===== config.mk =====
export PLATFORM = sky130hd
export DESIGN_NAME = smpq_cell
export DESIGN_NICKNAME = d
export VERILOG_FILES = /design/src/rtl/stable_min_priority_queue_unit_assert.svh /design/src/rtl/smpq_pkg.sv /design/src/rtl/smpq_cell.sv
export SDC_FILE = /design/constraint.sdc
export NUM_CORES = 1
export LEC_CHECK = 0
export BUFFER_PORTS_ARGS = -buffer_cell sky130_fd_sc_hd__buf_2
export CAP_MARGIN = 40
export CORE_AREA = 3 3 100 102
export CTS_BUF_LIST = sky130_fd_sc_hd__clkbuf_8 sky130_fd_sc_hd__clkbuf_16
export DETAILED_ROUTE_END_ITERATION = 12
export DIE_AREA = 0 0 103 105
export GPL_TIMING_DRIVEN = 0
export PLACE_DENSITY = 0.79
export SLEW_MARGIN = 10
export SYNTH_ARGS = -nofsm -noshare
export SYNTH_HDL_FRONTEND = slang
export SYNTH_SLANG_ARGS = --single-unit

===== constraint.sdc =====
create_clock -name clock -period 13.3 [get_ports clock]
set_clock_uncertainty 0.15 [all_clocks]
set_input_delay 1.995 -clock clock [delete_from_list [all_inputs] [get_ports clock]]
set_output_delay 1.995 -clock clock [all_outputs]
set_load 0.01 [all_outputs]

===== src/rtl/stable_min_priority_queue_unit_assert.svh =====
// Assertion macros used by the priority queue top level.
`ifndef STABLE_MIN_PRIORITY_QUEUE_UNIT_ASSERT_SVH
`define STABLE_MIN_PRIORITY_QUEUE_UNIT_ASSERT_SVH

// Condition holds in the same cycle as the antecedent.
`define SMPQ_ASSERT_SAME(label, clk, rst, ante, cons) \
   label: assert property (@(posedge clk) disable iff (rst) (ante) |-> (cons)) \
      else $error("smpq assertion failed");

// Condition holds in the cycle after the antecedent.
`define SMPQ_ASSERT_NEXT(label, clk, rst, ante, cons) \
   label: assert property (@(posedge clk) disable iff (rst) (ante) |=> (cons)) \
      else $error("smpq assertion failed");

`endif


===== src/rtl/smpq_pkg.sv =====
// Types and constants of the stable minimum priority queue.
package smpq_pkg;

   // Number of cells in the sorted chain.
   localparam int CAPACITY = 64;
   localparam int CNT_W    = $clog2(CAPACITY + 1);
   localparam int OCC_W    = 7;
   localparam int WORD_W   = 32;

   typedef enum logic [0:0] {
      REQ_ENQUEUE = 1'b0,
      REQ_DEQUEUE = 1'b1
   } req_kind_type;

   typedef enum logic [1:0] {
      ST_ENQUEUED = 2'd0,
      ST_DEQUEUED = 2'd1,
      ST_EMPTY    = 2'd2,
      ST_FULL     = 2'd3
   } status_type;

   typedef enum logic [1:0] {
      CELL_HOLD   = 2'd0,
      CELL_INSERT = 2'd1,
      CELL_POP    = 2'd2
   } cell_op_type;

   typedef struct packed {
      logic signed [WORD_W-1:0] key;
      logic signed [WORD_W-1:0] value;
   } entry_type;

   // Command broadcast to every cell of the chain.
   typedef struct packed {
      cell_op_type op;
      entry_type   new_entry;
   } cell_ctrl_type;

endpackage


===== src/rtl/smpq_cell.sv =====
// One cell of the sorted chain: holds one entry and shifts with its neighbours.
module smpq_cell
   import smpq_pkg::*;
(
   input  logic          clock,
   input  cell_ctrl_type ctrl,
   input  logic          occupied,
   input  entry_type     prev_entry,
   input  logic          prev_gt,
   input  entry_type     next_entry,
   output entry_type     entry,
   output logic          gt
);

   entry_type entry_ff;
   entry_type entry_in;

   // An empty cell counts as holding an infinitely large key.
   assign gt    = !occupied || ($signed(entry_ff.key) > $signed(ctrl.new_entry.key));
   assign entry = entry_ff;

   // Insert: cells after the insertion point take their left neighbour's entry,
   // the first cell with a greater key takes the new one. Pop shifts left.
   always_comb begin
      entry_in = entry_ff;
      unique case (ctrl.op)
         CELL_HOLD: begin
            entry_in = entry_ff;
         end
         CELL_INSERT: begin
            if (prev_gt) begin
               entry_in = prev_entry;
            end else if (gt) begin
               entry_in = ctrl.new_entry;
            end
         end
         CELL_POP: begin
            entry_in = next_entry;
         end
         default: begin
            entry_in = entry_ff;
         end
      endcase
   end

   always_ff @(posedge clock) begin
      entry_ff <= entry_in;
   end

endmodule


==> summary.json, run 1 <==
{
  "status": "finished, final reports clean",
  "postCtsSetupRepairBufs": 0,
  "boundaryPins": 262,
  "reg2reg_setup_slack_ps": 9790,
  "core_area_um2": 9200,
  "drt-wirelength-per-cell_um": 16.2,
  "setup.worst_path.start_class": "input port",
  "yosys.area_share.xor_xnor_pct": 0,
  "globalRouteMet2Util_pct": 41.3,
  "grt_pass1_vias": 4046,
  "routed_via_density": 5.07,
  "maxSlewHeadroom_pct": 52.0,
  "endpoint_required_time_on_the_critical_path_ps": 11150,
  "crit_fanout": 4,
  "grt.met3_usage_pct": 5.94,
  "filler_cell_count": 795,
  "floorplan.initialDensity_pct": 44.4,
  "yosys.area_share.adder_pct": 9.82,
  "hold_depth": 3,
  "finalSetupTns_ps": 0,
  "timing_max_transition_violations_final": 0,
  "syn-cell-area_um2": 4080,
  "gr-usage-all-layers_pct": 22.8,
  "cts_inserted_buffers": 9,
  "ctsLongestPathBuffers": 2,
  "ys_seq_elements": 64,
  "cp-end-kind": "output pin",
  "layout_cell_share_with_drive_strength_beyond_1_pct": 42.6,
  "post_cts.resized_instances": 0,
  "post_synth_num_cell_types": 27,
  "yosysWarningCount": 0,
  "place.gp.congestion": 0.855,
  "antenna_cells_inserted": 0,
  "flow.area_growth_from_synthesis_pct": 41.8,
  "mostFrequentLayoutCells": "buf_2 (268), nand2_1 (74), o21ai_0 (68), mux2i_1 (64), edfxtp_1 (64)",
  "nets": 907,
  "synth-edff-count": 64,
  "finalInstanceArea_um2": 5790,
  "fp-row-count": 35,
  "globalRouteMet1Util_pct": 25.8,
  "postRouteWirelength_um": 12800,
  "buffer_ports.inserted": 260,
  "synth_sequential_area_ratio_pct": 47.1,
  "hold_start": "entry[63]",
  "synth_compound_gate_area_share_pct": 12.0,
  "clkSinkCount": 64,
  "drc": 0,
  "hold_end": "entry[41]",
  "drt_pre_antenna_iters": 4,
  "floorplan.die.width_um": 103,
  "fraction_of_synthesized_area_in_multiplexers_pct": 15.7,
  "syn_nets": 630,
  "syn-instance-count": 401,
  "ir_worst_vdd_uv": 74.0,
  "die_height_um": 105,
  "worst_setup_hold_path_clk_slew_ps": 80,
  "globalRoute.busiestLayer": "met2",
  "setup.worst_path.class": "input port to output pin",
  "reg2reg_to": "entry[25]",
  "avgSynthCellArea_um2": 10.2,
  "antenna_violating_nets_post_route": 0,
  "ff2ff_path_depth": 10,
  "placed_cell_area_um2": 5600,
  "cp.arrival_ps": 3960,
  "final_period_minus_worst_setup_slack_ps": 6100,
  "maxClockFrequency_ghz": 0.164,
  "clock_latency_ps": 340,
  "setup_repair_after_global_routing_missed_its_margin": "false",
  "cts_hold_repair.buffers": 0,
  "initial_antenna_violation_count": 0,
  "synth_top_family_by_area": "multiplexers",
  "power.density_cell_area_nw_per_um2": 99.3,
  "largest_register_ff_count": 64,
  "drt_iter0_markers": 162,
  "timing.final.hold_violations": 0,
  "worst_hold_path_type": "register to register",
  "route.vias.total": 4027,
  "design.die.area_um2": 10800,
  "tightest_slew_ps": 718,
  "power_leakage_uw": 0.00292,
  "asyncSetResetFlopFracSynth_pct": 0,
  "globalRouteOverflowTotal": 0,
  "synth-simple-area-share_pct": 10.2,
  "pin_count_of_the_biggest_net_entering_global_routing": 15,
  "crit_start": "ctrl[63]",
  "worst_r2r_startpoint": "entry[46]",
  "detailedPlacementHpwl_um": 10500,
  "final_common_cell": "buf_2",
  "cts_root_buf": "clkbuf_8",
  "htree_num_levels": 3,
  "global_route_wire_length_before_repair_um": 19100,
  "maxCapViolations": 0,
  "synthFlopType": "edfxtp_1",
  "finalCritPeriodShare_pct": 45.9,
  "tritoncts_clock_tree": "built",
  "setup_violations": 0
}
-- cells by family after synthesis --
group | count (synthesis)
muxes | 64
DFF | 64
adders and majority gates | 32
and+or+nand+nor | 96
buffers and inverters | 54
AOI/OAI and AO/OA | 91
-- layer usage --
layer / vias to the layer above / routed length, um
li1: 1995 / -
met1: 1856 / 4880
met4: 0 / 133
met2: 163 / 6910
met3: 13 / 908
met5: - / 0
-- worst max-delay path, cell delays in order --
cell and delay [ps]:
buf_2 100, inv_1 50, ha_1 340, nand4_1 160, nor4_1 550, nand2_1 110, nor3_1 400, nor3_1 100
buf_2 170
-- through the flow --
step / worst slack, ps / hold slack (ps) / total power (uW) / utilization [%] / cells
floorplan: 5870 / 1780 / 340 / - / 401
global placement: 4080 / 2120 / 408 / 60.0 / 772
detailed placement: 7210 / 1160 / 416 / 60.9 / 778
CTS: 7200 / 1170 / 579 / 62.9 / 794
global route: 7020 / 1240 / 606 / 62.9 / 794
finish: 7200 / 1170 / 574 / 62.9 / 794
-- report_power, final --
group	switching, uW	total (uW)	internal (uW)
registers	8.65	260	252
clock network	77.8	163	84.9
logic	82.0	151	69.3
-- final cells by class --
cell class | instances | area (um2) | share of cell area (%)
plain buffers | 21 | 88.8 | 1.54
clock buffers | 9 | 124 | 2.14
clock inverters | 7 | 63.8 | 1.10
inverters | 33 | 124 | 2.14
multi-input cells | 283 | 1960 | 33.8
flip-flops and latches | 64 | 1920 | 33.2
well taps | 111 | 139 | 2.40
repair buffers | 266 | 1370 | 23.7
-- cell usage after synthesis, drive strengths merged (2+ instances only) --
cell type	instances	share of area [%]
nand4	6	0.92
mux2i	64	16
clkbuf	13	1.2
buf	8	0.98
nor3	3	0.37
ha	32	9.8
nand3	4	0.49
nand2	74	6.8
nor4	2	0.46
inv	33	3.0
o21ai	69	8.5
nor2b	3	0.46
edfxtp	64	47
a21oi	15	1.8
-- worst max-delay path by stage --
stage / end
floorplan: entry[0]
finish: gt
global route: gt
CTS: gt
global placement: entry[10]
detailed placement: gt
(Power assumes the default switching activity.)
==> run 2: changes to the inputs <==
--- a/config.mk
+++ b/config.mk
@@ -7,12 +7,12 @@
 export LEC_CHECK = 0
 export BUFFER_PORTS_ARGS = -buffer_cell sky130_fd_sc_hd__buf_2
 export CAP_MARGIN = 40
-export CORE_AREA = 3 3 100 102
+export CORE_MARGIN = 3
+export CORE_UTILIZATION = 39
 export CTS_BUF_LIST = sky130_fd_sc_hd__clkbuf_8 sky130_fd_sc_hd__clkbuf_16
 export DETAILED_ROUTE_END_ITERATION = 12
-export DIE_AREA = 0 0 103 105
 export GPL_TIMING_DRIVEN = 0
-export PLACE_DENSITY = 0.79
+export PLACE_DENSITY = 0.75
 export SLEW_MARGIN = 10
 export SYNTH_ARGS = -nofsm -noshare
 export SYNTH_HDL_FRONTEND = slang
==> constraint.sdc (replaced) <==
create_clock -name clock -period 5.55 [get_ports clock]
set_clock_uncertainty 0.15 [all_clocks]
set_input_delay 0.8325 -clock clock [delete_from_list [all_inputs] [get_ports clock]]
set_output_delay 0.8325 -clock clock [all_outputs]
set_load 0.01 [all_outputs]
==> summary.json, run 2 (same netlist as run 1, synthesis figures left out) <==
{
  "layout_cell_share_with_drive_strength_beyond_1": {"value": 42.8, "unit": "%", "change": "was 42.6%"},
  "cts_inserted_buffers": {"value": 9, "change": "unchanged"},
  "status": {"value": "finished, final reports clean", "change": "unchanged"},
  "initial_antenna_violation_count": {"value": 0, "change": "unchanged"},
  "antenna_violating_nets_post_route": {"value": 0, "change": "unchanged"},
  "timing.final.hold_violations": {"value": 0, "change": "unchanged"},
  "postCtsSetupRepairBufs": {"value": 0, "change": "unchanged"},
  "drc": {"value": 0, "change": "unchanged"},
  "worst_setup_hold_path_clk_slew": {"value": 80, "unit": "ps", "change": "about the same"},
  "path_cells": {"value": "buf_2 -> inv_1 -> ha_1 -> nand4_1 -> nor4_1 -> nand2_1 -> nor3_1 -> nor3_1 -> buf_2", "change": "unchanged"},
  "route.vias.total": {"value": 4029, "change": "was 4,027"},
  "setup_repair_after_global_routing_missed_its_margin": {"value": "false", "change": "unchanged"},
  "crit_fanout": {"value": 4, "change": "unchanged"},
  "endpoint_required_time_on_the_critical_path": {"value": 4570, "unit": "ps", "change": "was 11,150 ps"},
  "globalRouteMet2Util": {"value": 38.6, "unit": "%", "change": "was 41.3%"},
  "seq_area": {"value": 1920, "unit": "um2", "change": "unchanged"},
  "fp-row-count": {"value": 36, "change": "was 35"},
  "setup.worst_path.start_class": {"value": "input port", "change": "unchanged"},
  "multi_input_comb_area": {"value": 1960, "unit": "um2", "change": "unchanged"},
  "final_period_minus_worst_setup_slack_ps": 3790,
  "power_leakage": {"value": 0.00291, "unit": "uW", "change": "was 0.00292 uW"},
  "floorplan.initialDensity": {"value": 41.0, "unit": "%", "change": "was 44.4%"},
  "setup.worst_path.class": {"value": "input port to output pin", "change": "unchanged"},
  "finalCritPeriodShare_pct": 68.4,
  "filler_cell_count": {"value": 901, "change": "was 795"},
  "setup_violations": {"value": 0, "change": "unchanged"},
  "globalRoute.busiestLayer": {"value": "met2", "change": "unchanged"},
  "worst_path_max_delay_cell": {"value": "nor4_1", "change": "unchanged"},
  "maxSlewHeadroom": {"value": 53.2, "unit": "%", "change": "was 52.0%"},
  "cp.arrival": {"value": 2810, "unit": "ps", "change": "was 3960 ps"},
  "maxClockFrequency_ghz": 0.264,
  "placed_cell_area": {"value": 5630, "unit": "um2", "change": "was 5600 um2"},
  "largest_register_ff_count": {"value": 64, "change": "unchanged"},
  "mostFrequentLayoutCells": {"value": "buf_2 (268), nand2_1 (74), o21ai_0 (68), mux2i_1 (64), edfxtp_1 (64)", "change": "unchanged"},
  "die_height": {"value": 108, "unit": "um", "change": "was 105 um"},
  "globalRouteMet1Util": {"value": 25.0, "unit": "%", "change": "was 25.8%"},
  "floorplan.die.width": {"value": 108, "unit": "um", "change": "was 103 um"},
  "grt_pass1_vias": {"value": 4135, "change": "was 4,046"},
  "core_area": {"value": 9950, "unit": "um2", "change": "was 9200 um2"},
  "detailedPlacementHpwl": {"value": 10800, "unit": "um", "change": "was 10,500 um"},
  "cp-end-kind": {"value": "output pin", "change": "unchanged"},
  "routed_via_density": {"value": 4.94, "change": "was 5.07"},
  "final_common_cell": {"value": "buf_2", "change": "unchanged"},
  "cts_hold_repair.buffers": {"value": 0, "change": "unchanged"},
  "drt-wirelength-per-cell": {"value": 16.0, "unit": "um", "change": "was 16.2 um"},
  "post_layout_nonfiller_instances": {"value": 816, "change": "was 794"},
  "place.gp.congestion": {"value": 0.848, "change": "was 0.855"},
  "nets": {"value": 907, "change": "unchanged"},
  "global_route_wire_length_before_repair": {"value": 19600, "unit": "um", "change": "was 19,100 um"},
  "clock_latency": {"value": 340, "unit": "ps", "change": "about the same"},
  "maxCapViolations": {"value": 0, "change": "unchanged"},
  "flow.area_growth_from_synthesis": {"value": 41.9, "unit": "%", "change": "was 41.8%"},
  "globalRouteOverflowTotal": {"value": 0, "change": "unchanged"},
  "postRouteWirelength": {"value": 13000, "unit": "um", "change": "was 12,800 um"},
  "finalInstanceArea": {"value": 5790, "unit": "um2", "change": "about the same"},
  "drt_pre_antenna_iters": {"value": 4, "change": "unchanged"},
  "design.die.area": {"value": 11700, "unit": "um2", "change": "was 10,800 um2"},
  "post_cts.resized_instances": {"value": 0, "change": "unchanged"},
  "cts_root_buf": {"value": "clkbuf_8", "change": "unchanged"},
  "gr-usage-all-layers": {"value": 21.7, "unit": "%", "change": "was 22.8%"},
  "ctsLongestPathBuffers": {"value": 2, "change": "unchanged"},
  "place_inst": {"value": 800, "change": "was 778"},
  "worst_hold_path_type": {"value": "input port to register", "change": "was register to register"},
  "ir_worst_vdd": {"value": 132, "unit": "uV", "change": "was 74.0 uV"},
  "antenna_cells_inserted": {"value": 0, "change": "unchanged"},
  "boundaryPins": {"value": 262, "change": "unchanged"},
  "finalPower": {"value": 1340, "unit": "uW", "change": "was 574 uW"},
  "drt_iter0_markers": {"value": 209, "change": "was 162"},
  "buffer_ports.inserted": {"value": 260, "change": "unchanged"},
  "grt.met3_usage": {"value": 5.25, "unit": "%", "change": "was 5.94%"},
  "timing_max_transition_violations_final": {"value": 0, "change": "unchanged"},
  "power.density_cell_area": {"value": 231, "unit": "nW/um2", "change": "was 99.3 nW/um2"},
  "worst_path_largest_cell_delay": {"value": 570, "unit": "ps", "change": "was 550 ps"},
  "tritoncts_clock_tree": {"value": "built", "change": "unchanged"},
  "clkSinkCount": {"value": 64, "change": "unchanged"},
  "reg2reg_setup_slack": {"value": 2200, "unit": "ps", "change": "was 9790 ps"},
  "htree_num_levels": {"value": 3, "change": "unchanged"},
  "tightest_slew": {"value": 702, "unit": "ps", "change": "was 718 ps"},
  "pin_count_of_the_biggest_net_entering_global_routing": {"value": 14, "change": "was 15"}
}
## run 2: final cells by class
class | count | area share (%)
Tap cell | 133 | 2.87
Clock buffer | 9 | 2.14
Inverter | 33 | 2.14
Timing Repair Buffer | 266 | 23.6
Multi-Input combinational cell | 283 | 33.8
Clock inverter | 7 | 0.692
Sequential cell | 64 | 33.2
Buffer | 21 | 1.53
## run 2: final timing paths
check,cells after the start,from,to
hold reg to reg,3,entry[63],entry[35]
setup / recovery,9,ctrl[63],gt
setup reg to reg,10,entry[51],entry[10]
hold / removal,3,next_entry[28],entry[28]
## run 2: critical path, delay by kind of cell
family,cells,cell delay (ps)
buf+inv,3,320
simple gates,5,1310
fa+ha+maj,1,350
## run 2: through the flow
stage	setup TNS, ps	utilization (%)	worst slack (ps)	hold slack (ps)
finish	0	58.2	1760	612
global route	0	58.2	1570	620
CTS	0	58.2	1730	597
detailed placement	0	56.5	1600	962
global placement	-30790	55.8	-484	954
floorplan	0	-	752	870
## run 2: power breakdown
group / total (uW) / internal (uW) / switching, uW
sequential: 623 / 603 / 20.4
combinational: 361 / 166 / 196
clock: 351 / 158 / 193
## run 2: routing by layer
metal / vias up / part of all wire [%]
li1: 2004 / -
met1: 1835 / 38
met2: 168 / 52
met3: 22 / 8.2
met4: 0 / 1.8
met5: - / 0
==> run 3: changes to the inputs <==
--- a/config.mk
+++ b/config.mk
@@ -8,11 +8,11 @@
 export BUFFER_PORTS_ARGS = -buffer_cell sky130_fd_sc_hd__buf_2
 export CAP_MARGIN = 40
 export CORE_MARGIN = 3
-export CORE_UTILIZATION = 39
+export CORE_UTILIZATION = 43
 export CTS_BUF_LIST = sky130_fd_sc_hd__clkbuf_8 sky130_fd_sc_hd__clkbuf_16
 export DETAILED_ROUTE_END_ITERATION = 12
 export GPL_TIMING_DRIVEN = 0
-export PLACE_DENSITY = 0.75
+export PLACE_DENSITY = 0.78
 export SLEW_MARGIN = 10
 export SYNTH_ARGS = -nofsm -noshare
 export SYNTH_HDL_FRONTEND = slang
==> constraint.sdc (replaced) <==
create_clock -name clock -period 3.8 [get_ports clock]
set_clock_uncertainty 0.15 [all_clocks]
set_input_delay 0.57 -clock clock [delete_from_list [all_inputs] [get_ports clock]]
set_output_delay 0.57 -clock clock [all_outputs]
set_load 0.01 [all_outputs]
==> summary.json, run 3 (same netlist as run 1, synthesis figures left out) <==
{
  "final_core_util": {"value": 65.7, "unit": "%", "change": "was 58.2%"},
  "power.sequential.fraction": {"value": 44.9, "unit": "%", "change": "was 46.7%"},
  "cp-end-kind": {"value": "output pin", "change": "unchanged"},
  "hold_end": {"value": "entry[3]", "change": "was entry[28]"},
  "tritoncts_clock_tree": {"value": "built", "change": "unchanged"},
  "worst_path_max_delay_cell": {"value": "or4_1", "change": "was nor4_1"},
  "global_route_wire_length_before_repair": {"value": 20000, "unit": "um", "change": "was 19,600 um"},
  "drt-wirelength-per-cell": {"value": 16.7, "unit": "um", "change": "was 16.0 um"},
  "floorplan.die.width": {"value": 103, "unit": "um", "change": "was 108 um"},
  "final_period_minus_worst_setup_slack_ps": 3300,
  "worst_r2r_startpoint": {"value": "entry[40]", "change": "was entry[51]"},
  "core_area": {"value": 8980, "unit": "um2", "change": "was 9950 um2"},
  "htree_num_levels": {"value": 3, "change": "unchanged"},
  "power.density_cell_area": {"value": 345, "unit": "nW/um2", "change": "was 231 nW/um2"},
  "finalInstanceArea": {"value": 5900, "unit": "um2", "change": "was 5790 um2"},
  "place.gp.congestion": {"value": 0.853, "change": "was 0.848"},
  "nets": {"value": 907, "change": "unchanged"},
  "cts_inserted_buffers": {"value": 9, "change": "unchanged"},
  "worst_hold_path_type": {"value": "input port to register", "change": "unchanged"},
  "route.vias.total": {"value": 4120, "change": "was 4,029"},
  "filler_cell_count": {"value": 752, "change": "was 901"},
  "power_leakage": {"value": 0.00292, "unit": "uW", "change": "was 0.00291 uW"},
  "crit_fanout": {"value": 3, "change": "was 4"},
  "worst_setup_hold_path_clk_slew": {"value": 80, "unit": "ps", "change": "about the same"},
  "design.die.area": {"value": 10700, "unit": "um2", "change": "was 11,700 um2"},
  "layout_cell_share_with_drive_strength_beyond_1": {"value": 44.1, "unit": "%", "change": "was 42.8%"},
  "clock_latency": {"value": 340, "unit": "ps", "change": "about the same"},
  "power.combinational.fraction": {"value": 26.8, "unit": "%", "change": "was 27.1%"},
  "tightest_slew": {"value": 696, "unit": "ps", "change": "was 702 ps"},
  "clkSinkCount": {"value": 64, "change": "unchanged"},
  "fp-row-count": {"value": 34, "change": "was 36"},
  "clock_network_fraction_of_total_power": {"value": 28.3, "unit": "%", "change": "was 26.3%"},
  "timing.final.hold_violations": {"value": 0, "change": "unchanged"},
  "floorplan.initialDensity": {"value": 45.4, "unit": "%", "change": "was 41.0%"},
  "gr-usage-all-layers": {"value": 24.7, "unit": "%", "change": "was 21.7%"},
  "grt_pass1_vias": {"value": 4347, "change": "was 4,135"},
  "largest_register_ff_count": {"value": 64, "change": "unchanged"},
  "cts_hold_repair.buffers": {"value": 0, "change": "unchanged"},
  "placed_cell_area": {"value": 5700, "unit": "um2", "change": "was 5630 um2"},
  "antenna_violating_nets_post_route": {"value": 0, "change": "unchanged"},
  "post_cts.resized_instances": {"value": 0, "change": "unchanged"},
  "setup.worst_path.class": {"value": "register to output pin", "change": "was input port to output pin"},
  "drt_iter0_markers": {"value": 127, "change": "was 209"},
  "multi_input_comb_area": {"value": 2020, "unit": "um2", "change": "was 1960 um2"},
  "status": {"value": "finished, final reports clean", "change": "unchanged"},
  "maxSlewHeadroom": {"value": 53.6, "unit": "%", "change": "was 53.2%"},
  "drt_pre_antenna_iters": {"value": 4, "change": "unchanged"},
  "cp.arrival": {"value": 2580, "unit": "ps", "change": "was 2810 ps"},
  "pin_count_of_the_biggest_net_entering_global_routing": {"value": 14, "change": "unchanged"},
  "setup_violations": {"value": 0, "change": "unchanged"},
  "die_height": {"value": 103, "unit": "um", "change": "was 108 um"},
  "hold_depth": {"value": 3, "change": "unchanged"},
  "buffer_ports.inserted": {"value": 260, "change": "unchanged"},
  "flow.area_growth_from_synthesis": {"value": 44.5, "unit": "%", "change": "was 41.9%"},
  "maxCapViolations": {"value": 0, "change": "unchanged"},
  "timing_max_transition_violations_final": {"value": 0, "change": "unchanged"},
  "ff2ff_path_depth": {"value": 11, "change": "was 10"},
  "path_cells": {"value": "ha_1 -> a21oi_1 -> nand2_1 -> a22o_1 -> or4_1 -> a211oi_2 -> nor3_1 -> buf_2", "change": "was buf_2 -> inv_1 -> ha_1 -> nand4_1 -> nor4_1 -> nand2_1 -> nor3_1 -> nor3_1 -> buf_2"},
  "worst_path_largest_cell_delay": {"value": 520, "unit": "ps", "change": "was 570 ps"},
  "reg2reg_to": {"value": "entry[15]", "change": "was entry[10]"},
  "p_int": {"value": 1430, "unit": "uW", "change": "was 927 uW"},
  "routed_via_density": {"value": 5.08, "change": "was 4.94"},
  "seq_area": {"value": 1920, "unit": "um2", "change": "unchanged"},
  "endpoint_required_time_on_the_critical_path": {"value": 3080, "unit": "ps", "change": "was 4570 ps"},
  "switching_part_of_the_total": {"value": 29.8, "unit": "%", "change": "was 30.6%"},
  "boundaryPins": {"value": 262, "change": "unchanged"},
  "drc": {"value": 0, "change": "unchanged"},
  "mostFrequentLayoutCells": {"value": "buf_2 (268), nand2_1 (74), o21ai_0 (68), mux2i_1 (64), edfxtp_1 (64)", "change": "unchanged"},
  "reg2reg_setup_slack": {"value": 570, "unit": "ps", "change": "was 2200 ps"},
  "maxClockFrequency_ghz": 0.303,
  "final_common_cell": {"value": "buf_2", "change": "unchanged"},
  "cts_root_buf": {"value": "clkbuf_8", "change": "unchanged"},
  "globalRouteOverflowTotal": {"value": 0, "change": "unchanged"},
  "setup.worst_path.start_class": {"value": "register", "change": "was input port"},
  "initial_antenna_violation_count": {"value": 1, "change": "was 0"},
  "finalCritPeriodShare_pct": 86.9,
  "hold_start": {"value": "next_entry[3]", "change": "was next_entry[28]"},
  "setup_repair_after_global_routing_missed_its_margin": {"value": "false", "change": "unchanged"},
  "power.net_switching": {"value": 606, "unit": "uW", "change": "was 409 uW"},
  "ir_worst_vdd": {"value": 244, "unit": "uV", "change": "was 132 uV"},
  "ctsLongestPathBuffers": {"value": 2, "change": "unchanged"},
  "detailedPlacementHpwl": {"value": 11200, "unit": "um", "change": "was 10,800 um"},
  "postRouteWirelength": {"value": 13500, "unit": "um", "change": "was 13,000 um"}
}
[run 3: changes by cell type in the layout (fill, tap and decap cells not counted), sizes merged]
cell,change
clkinv,-1
diode,+2
bufinv,+1
[run 3: worst max-delay path by stage]
stage,start,to,slack [ps]
CTS,entry[40],entry[0],50
detailed placement,ctrl[42],entry[3],-300
floorplan,ctrl[42],entry[0],-570
global route,entry[40],entry[17],350
global placement,ctrl[42],entry[12],-1910
finish,entry[46],gt,500
[run 3: stage by stage]
stage	power [uW]	instances	setup TNS [ps]	worst slack, ps	hold slack [ps]
4_1_cts	2050	808	0	46.5	340
3_3_place_gp	1440	787	-122110	-1910	691
5_1_grt	2150	810	0	351	357
3_5_place_dp	1470	792	-4290	-301	699
6_report	2040	811	0	498	355
2_1_floorplan	1200	401	-36540	-571	607
[run 3: metal layers]
metal | part of all wire, % | track usage (%) | up-vias | wire (um)
met5 | 0 | 0 | - | 0
met4 | 1.9 | 9.66 | 0 | 261
met3 | 8.0 | 7.31 | 23 | 1070
met2 | 54 | 46.6 | 179 | 7310
met1 | 36 | 25.4 | 1915 | 4860
li1 | - | - | 2003 | -
[run 3: layout make-up]
cell class | instances | area share, %
diodes | 2 | 0.0849
plain buffers | 21 | 1.51
clock buffers | 9 | 2.10
clock inverters | 7 | 1.08
inverters | 33 | 2.36
multi-input cells | 283 | 34.3
flip-flops and latches | 64 | 32.6
well taps | 126 | 2.67
repair buffers | 266 | 23.3
[run 3: critical path, delay by kind of cell, from the launching register on]
family | cells | cell delay (ps)
compound gates | 3 | 690
fa+ha+maj | 1 | 330
flops | 1 | 410
simple gates | 3 | 670
buf+inv | 1 | 160
[run 3: power by group through the flow]
stage	Sequential [uW]	Combinational [uW]	Clock (uW)
3_5_place_dp	930	545	0
2_1_floorplan	972	228	0
3_3_place_gp	932	507	0
5_1_grt	922	608	616
6_report	914	546	576
4_1_cts	915	548	583
[run 3: repair_timing]
action,4_1_cts,5_1_grt
setup buffers,0,1
setup endpoints to repair,9,9
pin swaps,1,1
